==> src/hw/rtl/pfdr_pkg.sv <==
`timescale 1ns / 1ps
// ----------------------------------------------------------------------------
// Page frame buffer refresh package
// Sizes, command bytes, actions and the structs shared by the store, the
// refresh sequencer and the top level.
// ----------------------------------------------------------------------------
package pfdr_pkg;

    localparam int COLUMNS  = 128;
    localparam int PAGES    = 8;
    localparam int ROWS     = PAGES * 8;
    localparam int DEPTH    = COLUMNS * PAGES;
    localparam int ADDR_W   = $clog2(DEPTH);
    localparam int POS_W    = $clog2(COLUMNS + 3);
    localparam int LAST_POS = COLUMNS + 2;

    localparam logic [7:0] ALL_PAGES     = 8'((1 << PAGES) - 1);
    localparam logic [7:0] PAGE_CMD_BASE = 8'hB0;
    localparam logic [7:0] COL_LOW_CMD   = 8'h00;
    localparam logic [7:0] COL_HIGH_CMD  = 8'h10;

    typedef enum logic [2:0] {
        ACT_SET_PIXEL   = 3'd0,
        ACT_CLEAR_PIXEL = 3'd1,
        ACT_CLEAR_ALL   = 3'd2,
        ACT_START       = 3'd3,
        ACT_NEXT_BYTE   = 3'd4
    } action_t;

    typedef struct packed {
        logic              rd_en;
        logic              wr_en;
        logic [ADDR_W-1:0] addr;
        logic [7:0]        wr_data;
    } mem_req_t;

    typedef struct packed {
        logic       mark;
        logic [2:0] mark_page;
        logic       start;
        logic       clear_all;
        logic       advance;
    } seq_cmd_t;

    typedef struct packed {
        logic             active;
        logic [2:0]       page;
        logic [POS_W-1:0] pos;
        logic             last;
    } seq_stat_t;

    typedef struct packed {
        logic       found;
        logic [2:0] page;
    } page_sel_t;

    function automatic page_sel_t next_page(input logic [7:0] mask, input logic [3:0] from);
        page_sel_t res;
        res = '0;
        for (int p = PAGES - 1; p >= 0; p--)
        begin
            if (4'(p) >= from && mask[p])
            begin
                res.found = 1'b1;
                res.page  = 3'(p);
            end
        end
        return res;
    endfunction

    function automatic logic [ADDR_W-1:0] mem_addr(input logic [7:0] col,
                                                  input logic [2:0] page);
        return ADDR_W'(ADDR_W'(col) * ADDR_W'(PAGES) + ADDR_W'(page));
    endfunction

endpackage

==> src/hw/rtl/pfdr_seq.sv <==
`timescale 1ns / 1ps
// ----------------------------------------------------------------------------
// Refresh sequencer
// Holds the dirty pages, the first-refresh flag and the latched page mask,
// and walks the page and byte position of the refresh stream.
// ----------------------------------------------------------------------------
module pfdr_seq
(
    input  logic                 clk,
    input  logic                 rst_n,
    input  pfdr_pkg::seq_cmd_t   cmd,
    output pfdr_pkg::seq_stat_t  stat
);

    logic [7:0]                 dirty_reg;
    logic [7:0]                 dirty_next;
    logic                       first_reg;
    logic                       first_next;
    logic [7:0]                 mask_reg;
    logic [7:0]                 mask_next;
    logic                       active_reg;
    logic                       active_next;
    logic [2:0]                 page_reg;
    logic [2:0]                 page_next;
    logic [pfdr_pkg::POS_W-1:0] pos_reg;
    logic [pfdr_pkg::POS_W-1:0] pos_next;
    logic [7:0]                 start_mask;
    pfdr_pkg::page_sel_t        start_sel;
    pfdr_pkg::page_sel_t        adv_sel;
    logic                       at_end;

    assign start_mask = first_reg ? pfdr_pkg::ALL_PAGES : (dirty_reg & pfdr_pkg::ALL_PAGES);
    assign start_sel  = pfdr_pkg::next_page(start_mask, 4'd0);
    assign adv_sel    = pfdr_pkg::next_page(mask_reg, {1'b0, page_reg} + 4'd1);
    assign at_end     = (pos_reg == pfdr_pkg::POS_W'(pfdr_pkg::LAST_POS));

    always_comb
    begin
        dirty_next  = dirty_reg;
        first_next  = first_reg;
        mask_next   = mask_reg;
        active_next = active_reg;
        page_next   = page_reg;
        pos_next    = pos_reg;
        priority if (cmd.clear_all)
        begin
            mask_next   = pfdr_pkg::ALL_PAGES;
            first_next  = 1'b0;
            dirty_next  = 8'h00;
            pos_next    = '0;
            active_next = 1'b1;
            page_next   = 3'd0;
        end
        else if (cmd.start)
        begin
            mask_next   = start_mask;
            first_next  = 1'b0;
            dirty_next  = 8'h00;
            pos_next    = '0;
            active_next = start_sel.found;
            page_next   = start_sel.found ? start_sel.page : 3'd0;
        end
        else if (cmd.advance)
        begin
            if (at_end)
            begin
                pos_next = '0;
                if (adv_sel.found)
                begin
                    page_next = adv_sel.page;
                end
                else
                begin
                    active_next = 1'b0;
                end
            end
            else
            begin
                pos_next = pos_reg + 1'b1;
            end
        end
        else if (cmd.mark)
        begin
            dirty_next = dirty_reg | (8'd1 << cmd.mark_page);
        end
    end

    always_ff @(posedge clk or negedge rst_n)
    begin
        if (!rst_n)
        begin
            dirty_reg  <= 8'h00;
            first_reg  <= 1'b1;
            mask_reg   <= 8'h00;
            active_reg <= 1'b0;
            page_reg   <= 3'd0;
            pos_reg    <= '0;
        end
        else
        begin
            dirty_reg  <= dirty_next;
            first_reg  <= first_next;
            mask_reg   <= mask_next;
            active_reg <= active_next;
            page_reg   <= page_next;
            pos_reg    <= pos_next;
        end
    end

    assign stat.active = active_reg;
    assign stat.page   = page_reg;
    assign stat.pos    = pos_reg;
    assign stat.last   = at_end && !adv_sel.found;

    a_page_selected: assert property (@(posedge clk) disable iff (!rst_n)
        active_reg |-> mask_reg[page_reg])
        else $error("Refresh page is not in the latched mask.");

    a_pos_in_range: assert property (@(posedge clk) disable iff (!rst_n)
        pos_reg <= pfdr_pkg::POS_W'(pfdr_pkg::LAST_POS))
        else $error("Refresh position beyond the end of a page.");

endmodule

==> config.mk <==
export PLATFORM = sky130hd
export DESIGN_NAME = pfdr_seq
export DESIGN_NICKNAME = d
export VERILOG_FILES = /design/src/hw/rtl/pfdr_pkg.sv /design/src/hw/rtl/pfdr_seq.sv
export SDC_FILE = /design/constraint.sdc
export NUM_CORES = 1
export LEC_CHECK = 0
export BUFFER_PORTS_ARGS = -buffer_cell sky130_fd_sc_hd__buf_2
export CORE_MARGIN = 2
export CORE_UTILIZATION = 30
export DETAILED_ROUTE_END_ITERATION = 6
export GPL_TIMING_DRIVEN = 0
export HOLD_SLACK_MARGIN = 0.1
export PLACE_DENSITY_LB_ADDON = 0.25
export SETUP_SLACK_MARGIN = 0.4
export SYNTH_ARGS = -nofsm -noshare
export SYNTH_HDL_FRONTEND = slang
export SYNTH_SLANG_ARGS = --single-unit
==> constraint.sdc <==
create_clock -name clk -period 4.52 [get_ports clk]
set_input_delay 0.678 -clock clk [delete_from_list [all_inputs] [get_ports clk]]
set_output_delay 0.678 -clock clk [all_outputs]
set_load 0.05 [all_outputs]
==> summary.md, run 1 <==
| Metric | Value |
|---|---|
| DRC errors left | `0` |
| Vias in the first global route | `1317` |
| Setup_tns | `0 ns` |
| # fillers | `570` |
| Setup Viol. Count Final | `0` |
| Gr usage total | `13.45%` |
| Seq/Total Area, Yosys | `43.65%` |
| Worst-case clock buffer depth | `2` |
| Vias post-DR | `1439` |
| Status | `finished clean` |
| Die width | `78.51 um` |
| Ys flop type | `dfrtp_1` |
| FF+latch count, synth | `29` |
| Max Freq | `339.9 MHz` |
| Std cell rows | `27` |
| Final hold violations | `0` |
| TritonCTS clock tree | `done` |
| First DRT Iteration DRCs | `103` |
| Synth-to-layout area growth | `16.60%` |
| N_diodes | `0` |
| RR Startpoint | `page_reg[0]` |
| Crit Path Max Fanout | `8` |
| Post-Syn Area | `0.001665 mm2` |
| Req. time, crit path | `3.84 ns` |
| IO Port Bufs | `21` |
| Cells on worst reg2reg path | `7` |
| Syn_area_per_cell | `9.002 um2` |
| Worst Max-Slew Pin Slew | `0.6683 ns` |
| Final wirelength | `3892 um` |
| Routed length per instance | `13.61 um` |
| Final ANT Viol Nets | `0` |
| Yosys warning total | `0` |
| R2R Path End | `active_reg` |
| Crit path time final | `2.942 ns` |
| Leak | `0.8961 nW` |
| Initial core utilization | `30.62%` |
| Post-synth EDFFs | `0` |
| Layout Cells excl Fill | `286` |
| Max Cap Viol | `0` |
| Core area | `0.005439 mm2` |
| Grt total ovfl | `0` |
| Maximum VDD drop | `0.0001362 V` |
| Post-Syn Instances | `185` |
| Final slew viol count | `0` |
| Hpwl dp | `2835 um` |
| Area after DPL | `0.001861 mm2` |
| Initial antenna violation count | `0` |
| Hold slack | `0.4303 ns` |
| Setup bufs post-CTS | `0` |
| Skew-Pair Late Insertion Delay | `0.28 ns` |
| Die area | `0.006163 mm2` |
| R2R setup slack | `2.29 ns` |
| Syn_nets | `200` |
| First-pass DRT Iterations | `4` |
| Hold/Removal Path Class | `in2async` |
| Number of buffers created by CTS | `5` |
| RSZ-0062 raised after global routing | `no` |
| Gpl congestion | `0.7468` |
| Cell Pwr Density | `295.9 mW/mm2` |
| H-tree levels | `2` |
| Share of layout cells above drive strength 1 | `16.36%` |
| Num ports | `22` |
| Die height | `78.51 um` |
| Kind of end point of the critical path | `output port` |
| Crit share post-route | `65.10%` |
| Vias/cell | `5.031` |
| Cts repair resizes | `0` |
| Setup CP Type | `reg2out` |
| Startpoint types | `register` |
| Hold_buf cts | `0` |
| Clock slew at reported path FFs | `0.06 ns` |
| Critical path data arrival time | `2.26 ns` |
| First-pass GRT wire length | `6513 um` |
| Rel. slew slack | `55.44%` |
| Root Buffer | `clkbuf_8` |
| Yosys cell types | `46` |
| Largest net degree at the start of global routing | `30` |
| Nets | `228` |
| Placed cells | `278` |
| Async S/R FF share, synth | `100.0%` |
| # clock sinks | `29` |
| Worst Clk Skew | `0.007438 ns` |
| Final instance area | `0.001942 mm2` |
==> power breakdown <==
part | switching [W] | internal (W) | total [W]
Sequential | 0.0000112 | 0.000269 | 0.000280
Clock | 0.0000974 | 0.000108 | 0.000205
Combinational | 0.0000592 | 0.0000304 | 0.0000896
==> synthesized netlist by cell type (all sizes together) (2+ instances only) <==
| master | count | area, um2 |
|---|---|---|
| dfrtp | 28 | 700.7 |
| nor2 | 25 | 93.84 |
| a21oi | 17 | 85.08 |
| nand2 | 16 | 60.06 |
| o21ai | 14 | 70.06 |
| inv | 7 | 26.28 |
| ha | 6 | 75.07 |
| nand3 | 6 | 30.03 |
| or3 | 6 | 37.54 |
| clkbuf | 5 | 18.77 |
| a31oi | 4 | 25.02 |
| and3 | 4 | 25.02 |
| nor2b | 4 | 25.02 |
| nor4 | 4 | 25.02 |
| nor3 | 3 | 26.28 |
| o31ai | 3 | 36.28 |
| a21o | 2 | 15.01 |
| and2 | 2 | 12.51 |
| buf | 2 | 15.01 |
| o211ai | 2 | 15.01 |
| xnor2 | 2 | 17.52 |
| xor2 | 2 | 17.52 |
==> cell usage in the layout (no fill, tap or decap), types with 2 or more instances in the layout <==
master / instances
ha_1: 6
and2_1: 2
and3_1: 4
nor2_1: 25
nor3_1: 2
a31oi_1: 4
clkbuf_8: 5
a21o_1: 2
nand2_1: 16
nand3_1: 6
nor2b_1: 4
xor2_1: 2
inv_1: 7
a21oi_1: 17
buf_4: 2
xnor2_1: 2
dfrtp_1: 28
o21ai_0: 13
or3_1: 6
clkbuf_1: 7
o211ai_1: 2
o31ai_1: 2
nor4_1: 4
buf_2: 21
==> metal layers <==
| metal | track usage (%) | vias to the layer above | part of all wire [%] |
|---|---|---|---|
| met2 | 20.17 | 28 | 45 |
| met5 | 0 | - | 0 |
| met1 | 18.99 | 682 | 50 |
| li1 | - | 724 | - |
| met4 | 4.035 | 0 | 0.87 |
| met3 | 3.448 | 5 | 4.5 |
==> cell type report <==
class	count	area, um2	share of cell area [%]
Buffer	7	33.78	1.740
Multi-Input combinational cell	142	878.3	45.23
Sequential cell	29	726.9	37.44
Clock inverter	1	5.005	0.2577
Tap cell	72	90.09	4.639
Timing Repair Buffer	21	105.1	5.412
Inverter	7	26.28	1.353
Clock buffer	7	76.32	3.930
==> worst max-delay path: stages, from the launching register on <==
cell      delay, ns
dfrtp_1        0.46
ha_1           0.27
xnor2_1        0.19
o311a_1        0.37
nand3b_4       0.20
nor3_4         0.21
buf_2          0.29
==> per-stage QoR <==
stage	power, W	setup slack, ns	utilization [%]
2_1_floorplan	0.0003451	1.691	-
3_3_place_gp	0.0003745	1.866	34.21
3_5_place_dp	0.0003748	1.867	34.21
4_1_cts	0.0005813	1.561	35.70
5_1_grt	0.0006064	1.470	35.70
6_report	0.0005746	1.578	35.70
==> cell families (layout without fill, tap and decap cells) <==
group | count (synthesis) | in the layout | share of synthesized area [%]
compound gates | 52 | 52 | 20.28
xor+xnor | 4 | 4 | 2.104
fa+ha+maj | 6 | 6 | 4.508
buf+inv | 14 | 43 | 3.606
flops | 29 | 29 | 43.65
mux | 2 | 2 | 1.277
simple gates | 78 | 78 | 24.57
==> worst max path at each step <==
stage,from,to,slack (ns),cells past startpoint
2_1_floorplan,page_reg[1],stat[0],1.69,5
3_3_place_gp,page_reg[0],stat[0],1.87,6
3_5_place_dp,page_reg[0],stat[0],1.87,6
4_1_cts,page_reg[0],stat[0],1.56,6
5_1_grt,page_reg[0],stat[0],1.47,6
6_report,page_reg[0],stat[0],1.58,6
Note: power is estimated with default switching activity, not from simulation.
==> inputs of run 2 (changes only) <==
==> constraint.sdc (replaced) <==
create_clock -name clk -period 2.57 [get_ports clk]
set_input_delay 0.3855 -clock clk [delete_from_list [all_inputs] [get_ports clk]]
set_output_delay 0.3855 -clock clk [all_outputs]
set_load 0.05 [all_outputs]
==> summary.md, run 2 (same netlist as run 1, synthesis figures left out) <==
| Metric | Value |
|---|---|
| Footprint of the multi-input gates | `965.9 um2` |
| R2R setup slack | `0.34 ns` |
| Share of layout cells above drive strength 1 | `24.66%` |
| TritonCTS clock tree | `done` |
| Worst-case clock buffer depth | `2` |
| Req. time, crit path | `2.18 ns` |
| Vias/cell | `5.141` |
| RR Startpoint | `page_reg[0]` |
| Die height | `78.51 um` |
| Num ports | `22` |
| Std cell rows | `27` |
| Vias in the first global route | `1380` |
| Final core occ | `38.49%` |
| Setup CP Type | `reg2out` |
| Final hold violations | `0` |
| Hold/Removal Path Class | `in2async` |
| DRC errors left | `0` |
| # clock sinks | `29` |
| Clock slew at reported path FFs | `0.06 ns` |
| Gpl congestion | `0.7865` |
| Cells on worst reg2reg path | `9` |
| Setup_tns | `0 ns` |
| Leak | `0.9332 nW` |
| Setup crit start | `page_reg[0]` |
| Grt total ovfl | `0` |
| Critical-path cell list | `ha_4 > nand2b_4 > o311a_1 > nand3b_4 > nor3_4 > buf_6` |
| Hpwl dp | `2900 um` |
| Crit path time final | `2.408 ns` |
| Max Freq | `415.4 MHz` |
| Worst Clk Skew | `0.001378 ns` |
| First-pass GRT wire length | `6548 um` |
| Root Buffer | `clkbuf_8` |
| Startpoint types | `register` |
| Nets | `234` |
| Skew-Pair Late Insertion Delay | `0.28 ns` |
| Final instance area | `0.002093 mm2` |
| Die width | `78.51 um` |
| Routed length per instance | `13.85 um` |
| Initial core utilization | `30.62%` |
| Area after DPL | `0.001922 mm2` |
| IO Port Bufs | `21` |
| First DRT Iteration DRCs | `95` |
| Critical path data arrival time | `2.02 ns` |
| Hold slack | `0.1387 ns` |
| Maximum VDD drop | `0.0002266 V` |
| Final slew viol count | `0` |
| Setup Viol. Count Final | `0` |
| Most common cell after layout, fill and taps aside | `dfrtp_1` |
| Cell Pwr Density | `507.0 mW/mm2` |
| Synth-to-layout area growth | `25.70%` |
| Slowest stage cell, crit path | `dfrtp_4` |
| H-tree levels | `2` |
| Status | `finished clean` |
| Core area | `0.005439 mm2` |
| Largest net degree at the start of global routing | `30` |
| First-pass DRT Iterations | `4` |
| Rel. slew slack | `56.03%` |
| R2R Path End | `active_reg` |
| RSZ-0062 raised after global routing | `yes` |
| N_diodes | `0` |
| Kind of end point of the critical path | `output port` |
| Die area | `0.006163 mm2` |
| Vias post-DR | `1496` |
| Number of buffers created by CTS | `5` |
| Gr usage total | `13.61%` |
| Final ANT Viol Nets | `0` |
| # fillers | `562` |
| Crit share post-route | `93.68%` |
| FF/Latch Area | `734.5 um2` |
| Max Cap Viol | `0` |
| Worst Max-Slew Pin Slew | `0.6596 ns` |
| CP max stage delay | `0.54 ns` |
| Worst Setup EP | `stat[0]` |
| Crit Path Max Fanout | `8` |
| Final wirelength | `4031 um` |
| Most frequent cells in the layout | `dfrtp_1 (26), nor2_1 (25), buf_2 (20)` |
| Hold_buf cts | `0` |
| Initial antenna violation count | `0` |
-- run 2: cell count changes in the layout (fill, tap and decap cells not counted), sizes merged --
| cell | before | now |
|---|---|---|
| buf | 23 | 29 |
| clkinv | 1 | 0 |
-- run 2: final cells by class --
cell class,count,share of cell area [%]
clock buffers,7,4.124
multi-input cells,142,46.14
plain buffers,7,1.614
repair buffers,27,7.472
flip-flops and latches,29,35.09
inverters,7,1.255
well taps,72,4.304
-- run 2: timing repair --
action / in CTS / in global routing
endpoints found under the setup margin: 3 / 5
gates cloned: 0 / 0
gates resized for setup: 5 / 3
pin swaps: 2 / 2
endpoints found under the hold margin: 0 / 0
setup buffers: 4 / 2
-- run 2: metal layers --
metal | GRT usage (%) | wire [um] | share of wire (%)
met5 | 0 | 0 | 0
met4 | 4.561 | 42 | 1.0
met3 | 3.908 | 166 | 4.1
met2 | 21.11 | 1832 | 45
met1 | 18.18 | 1990 | 49
-- run 2: worst min-delay path by stage --
stage | end | startpoint | slack (ns) | cells after the start
finish | mask_reg[5] | rst_n | 0.14 | 1
global route | dirty_reg[3] | rst_n | 0.18 | 1
CTS | dirty_reg[7] | rst_n | 0.15 | 1
detailed placement | mask_reg[5] | rst_n | 0.46 | 1
global placement | mask_reg[7] | rst_n | 0.46 | 1
floorplan | active_reg | rst_n | 0.09 | 0
-- run 2: per-stage QoR --
step	total power, W	std cells	setup slack, ns
global route	0.001118	291	0.08930
CTS	0.001061	289	0.1494
finish	0.001061	291	0.1624
detailed placement	0.0006767	278	0.2348
floorplan	0.0006232	185	0.09944
global placement	0.0006751	278	0.2541
-- run 2: worst max-delay path: cells and delay by family (launching register included) --
family                     cells  cell delay, ns
AOI/OAI and AO/OA              1            0.35
DFF                            1            0.54
buffers and inverters          1            0.19
adders and majority gates      1            0.18
and+or+nand+nor                3            0.49
-- run 2: power by group --
part | switching, W | leakage [nW] | total, W | internal, W
clock network | 0.000164 | 0.0443 | 0.000375 | 0.000212
registers | 0.0000255 | 0.365 | 0.000501 | 0.000475
logic | 0.000113 | 0.524 | 0.000185 | 0.0000722
total | 0.000302 | 0.933 | 0.00106 | 0.000759
==> inputs of run 3 (changes only) <==
--- a/config.mk
+++ b/config.mk
@@ -5,6 +5,7 @@
 export SDC_FILE = /design/constraint.sdc
 export NUM_CORES = 1
 export LEC_CHECK = 0
+export ABC_AREA = 1
 export BUFFER_PORTS_ARGS = -buffer_cell sky130_fd_sc_hd__buf_2
 export CORE_MARGIN = 2
 export CORE_UTILIZATION = 30
==> summary.md, run 3 <==
| Metric | Value |
|---|---|
| Status | `finished clean` |
| Max Freq | `448.6 MHz` |
| Met2 Use GR | `22.37%` |
| Startpoint types | `register` |
| Hold slack | `0.1378 ns` |
| Delay-heaviest family, CP | `simple AND/OR/NAND/NOR gates` |
| Ys flop type | `dfrtp_1` |
| Final instance area | `0.002088 mm2` |
| Die height | `79.32 um` |
| Hpwl dp | `2899 um` |
| FF/Latch Area | `729.5 um2` |
| Final slew viol count | `0` |
| # fillers | `568` |
| Post-Syn Instances | `226` |
| Post-synthesis mux area share | `0%` |
| Most frequent cells in the layout | `nand2_1 (47), nor2_1 (37), inv_1 (31)` |
| Cells on worst reg2reg path | `10` |
| Rel. slew slack | `55.28%` |
| Share of layout cells above drive strength 1 | `23.66%` |
| R2R setup slack | `0.66 ns` |
| Post-Synth Simple-Gate Area | `30.51%` |
| Setup CP Type | `reg2out` |
| Most common cell after layout, fill and taps aside | `nand2_1` |
| Final hold violations | `0` |
| Leak | `1.011 nW` |
| DRC errors left | `0` |
| Adder-cell share of the synthesized area | `4.412%` |
| Req. time, crit path | `2.18 ns` |
| Final wirelength | `3905 um` |
| Largest cells by area after synthesis | `dfrtp_1 (41%), nand2_1 (11%), nor2_1 (8.2%)` |
| Largest family of logic cells by synthesized area | `simple AND/OR/NAND/NOR gates` |
| Gpl congestion | `0.8215` |
| Initial antenna violation count | `0` |
| Die width | `79.32 um` |
| GR peak layer | `met2` |
| Initial core utilization | `30.90%` |
| Crit path time final | `2.229 ns` |
| Worst Clk Skew | `0.007064 ns` |
| Nets | `276` |
| Syn_area_per_cell | `7.529 um2` |
| Routed length per instance | `11.69 um` |
| Yosys warning total | `0` |
| Worst Max-Slew Pin Slew | `0.6708 ns` |
| Seq/Total Area, Yosys | `42.72%` |
| Slowest stage cell, crit path | `dfrtp_2` |
| Post-synth EDFFs | `0` |
| Footprint of the multi-input gates | `877.1 um2` |
| Root Buffer | `clkbuf_8` |
| RSZ-0062 raised after global routing | `yes` |
| GR met3 Demand/Resource | `2.955%` |
| Std cell rows | `27` |
| Post-Syn Area | `0.001702 mm2` |
| Core area | `0.005507 mm2` |
| TritonCTS clock tree | `done` |
| Synth top area share | `41.18%` |
| Setup_tns | `0 ns` |
| Max Cap Viol | `0` |
| Critical path data arrival time | `1.84 ns` |
| Met1 Resource Use GR | `18.27%` |
| First-pass GRT wire length | `6927 um` |
| Worst-case clock buffer depth | `2` |
| Count leader, synth | `nand2_1` |
| Hold/Removal Path Class | `in2async` |
| RR Startpoint | `pos_reg[0]` |
| H-tree levels | `2` |
| Setup Viol. Count Final | `0` |
| Crit Path Max Fanout | `6` |
| N_diodes | `0` |
| Placed cells | `319` |
| Vias/cell | `4.566` |
| Area after DPL | `0.001904 mm2` |
| Yosys top cell by area | `dfrtp_1` |
| Crit share post-route | `86.74%` |
| Synth-to-layout area growth | `22.72%` |
| Vias in the first global route | `1529` |
| Layout Cells excl Fill | `334` |
| Async S/R FF share, synth | `100.0%` |
| Most Frequent Cell on Critical Path | `nand2_2` |
| Skew-Pair Late Insertion Delay | `0.28 ns` |
| Grt total ovfl | `0` |
| First-pass DRT Iterations | `4` |
| Synth Area in Compound Gates | `12.13%` |
| IO Port Bufs | `21` |
| FF+latch count, synth | `29` |
| Maximum VDD drop | `0.0002684 V` |
| Vias post-DR | `1525` |
| Synth Area in XOR/XNOR | `1.544%` |
| Synth top cells by count | `nand2_1 (48), nor2_1 (37), inv_1 (32)` |
| R2R Path End | `page_reg[2]` |
| Kind of end point of the critical path | `output port` |
| Gr usage total | `14.00%` |
| Buf/Inv on CP | `2` |
| Final ANT Viol Nets | `0` |
| Die area | `0.006291 mm2` |
| # clock sinks | `29` |
| Clock slew at reported path FFs | `0.07 ns` |
| Final core occ | `37.92%` |
| Number of buffers created by CTS | `5` |
| Largest net degree at the start of global routing | `30` |
| Yosys cell types | `31` |
| Cell Pwr Density | `501.7 mW/mm2` |
| First DRT Iteration DRCs | `83` |
| Syn_nets | `241` |
| CP max stage delay | `0.44 ns` |
| Critical-path cell list | `ha_4 > inv_1 > nand2_2 > nand2_4 > o21ai_4 > nand2_2 > nor2_4 > nand2_2 > nor2_4 > buf_6` |
| Num ports | `22` |
-- run 3: cell families (layout without fill, tap and decap cells) --
family,after synthesis,count (layout)
adders and majority gates,6,6
and+or+nand+nor,113,113
DFF,29,29
buffers and inverters,38,74
AOI/OAI and AO/OA,37,37
xor gates and xnor gates,3,3
-- run 3: how the worst max path moves through the flow --
stage / start / end / slack, ns / depth (start not counted)
6_report: page_reg[0] / stat[0] / 0.34 / 10
3_3_place_gp: page_reg[0] / stat[0] / 0.47 / 9
2_1_floorplan: page_reg[0] / stat[0] / 0.51 / 8
4_1_cts: page_reg[0] / stat[0] / 0.32 / 11
3_5_place_dp: page_reg[0] / stat[0] / 0.44 / 9
5_1_grt: page_reg[0] / stat[0] / 0.23 / 10
-- run 3: layout make-up --
| cell class | count | share of cell area [%] |
|---|---|---|
| Multi-Input combinational cell | 159 | 42.00 |
| Clock buffer | 8 | 3.835 |
| Buffer | 3 | 0.7789 |
| Sequential cell | 29 | 34.93 |
| Inverter | 35 | 6.291 |
| Timing Repair Buffer | 28 | 7.849 |
| Tap cell | 72 | 4.314 |
-- run 3: metrics by stage --
stage,setup slack (ns),total power (W)
detailed placement,0.4436,0.0006665
floorplan,0.5069,0.0006164
global route,0.2261,0.001107
finish,0.3407,0.001048
CTS,0.3249,0.001060
global placement,0.4711,0.0006644
-- run 3: timing repair --
action | 4_1_cts | 5_1_grt
hold buffers | 0 | 0
setup endpoints to repair | 1 | 1
pin swaps | 5 | 1
setup buffers | 7 | 0
gates resized for setup | 9 | 1
-- run 3: where the power goes --
part	internal, W	total (W)	leakage (nW)	switching [W]
logic	0.0000692	0.000195	0.605	0.000125
registers	0.000475	0.000492	0.366	0.0000175
clock network	0.000192	0.000361	0.0395	0.000169
-- run 3: per-layer routing --
layer	up-vias	share of wire, %
met1	700	50
li1	790	-
met5	-	0
met3	6	2.7
met2	29	45
met4	0	1.9
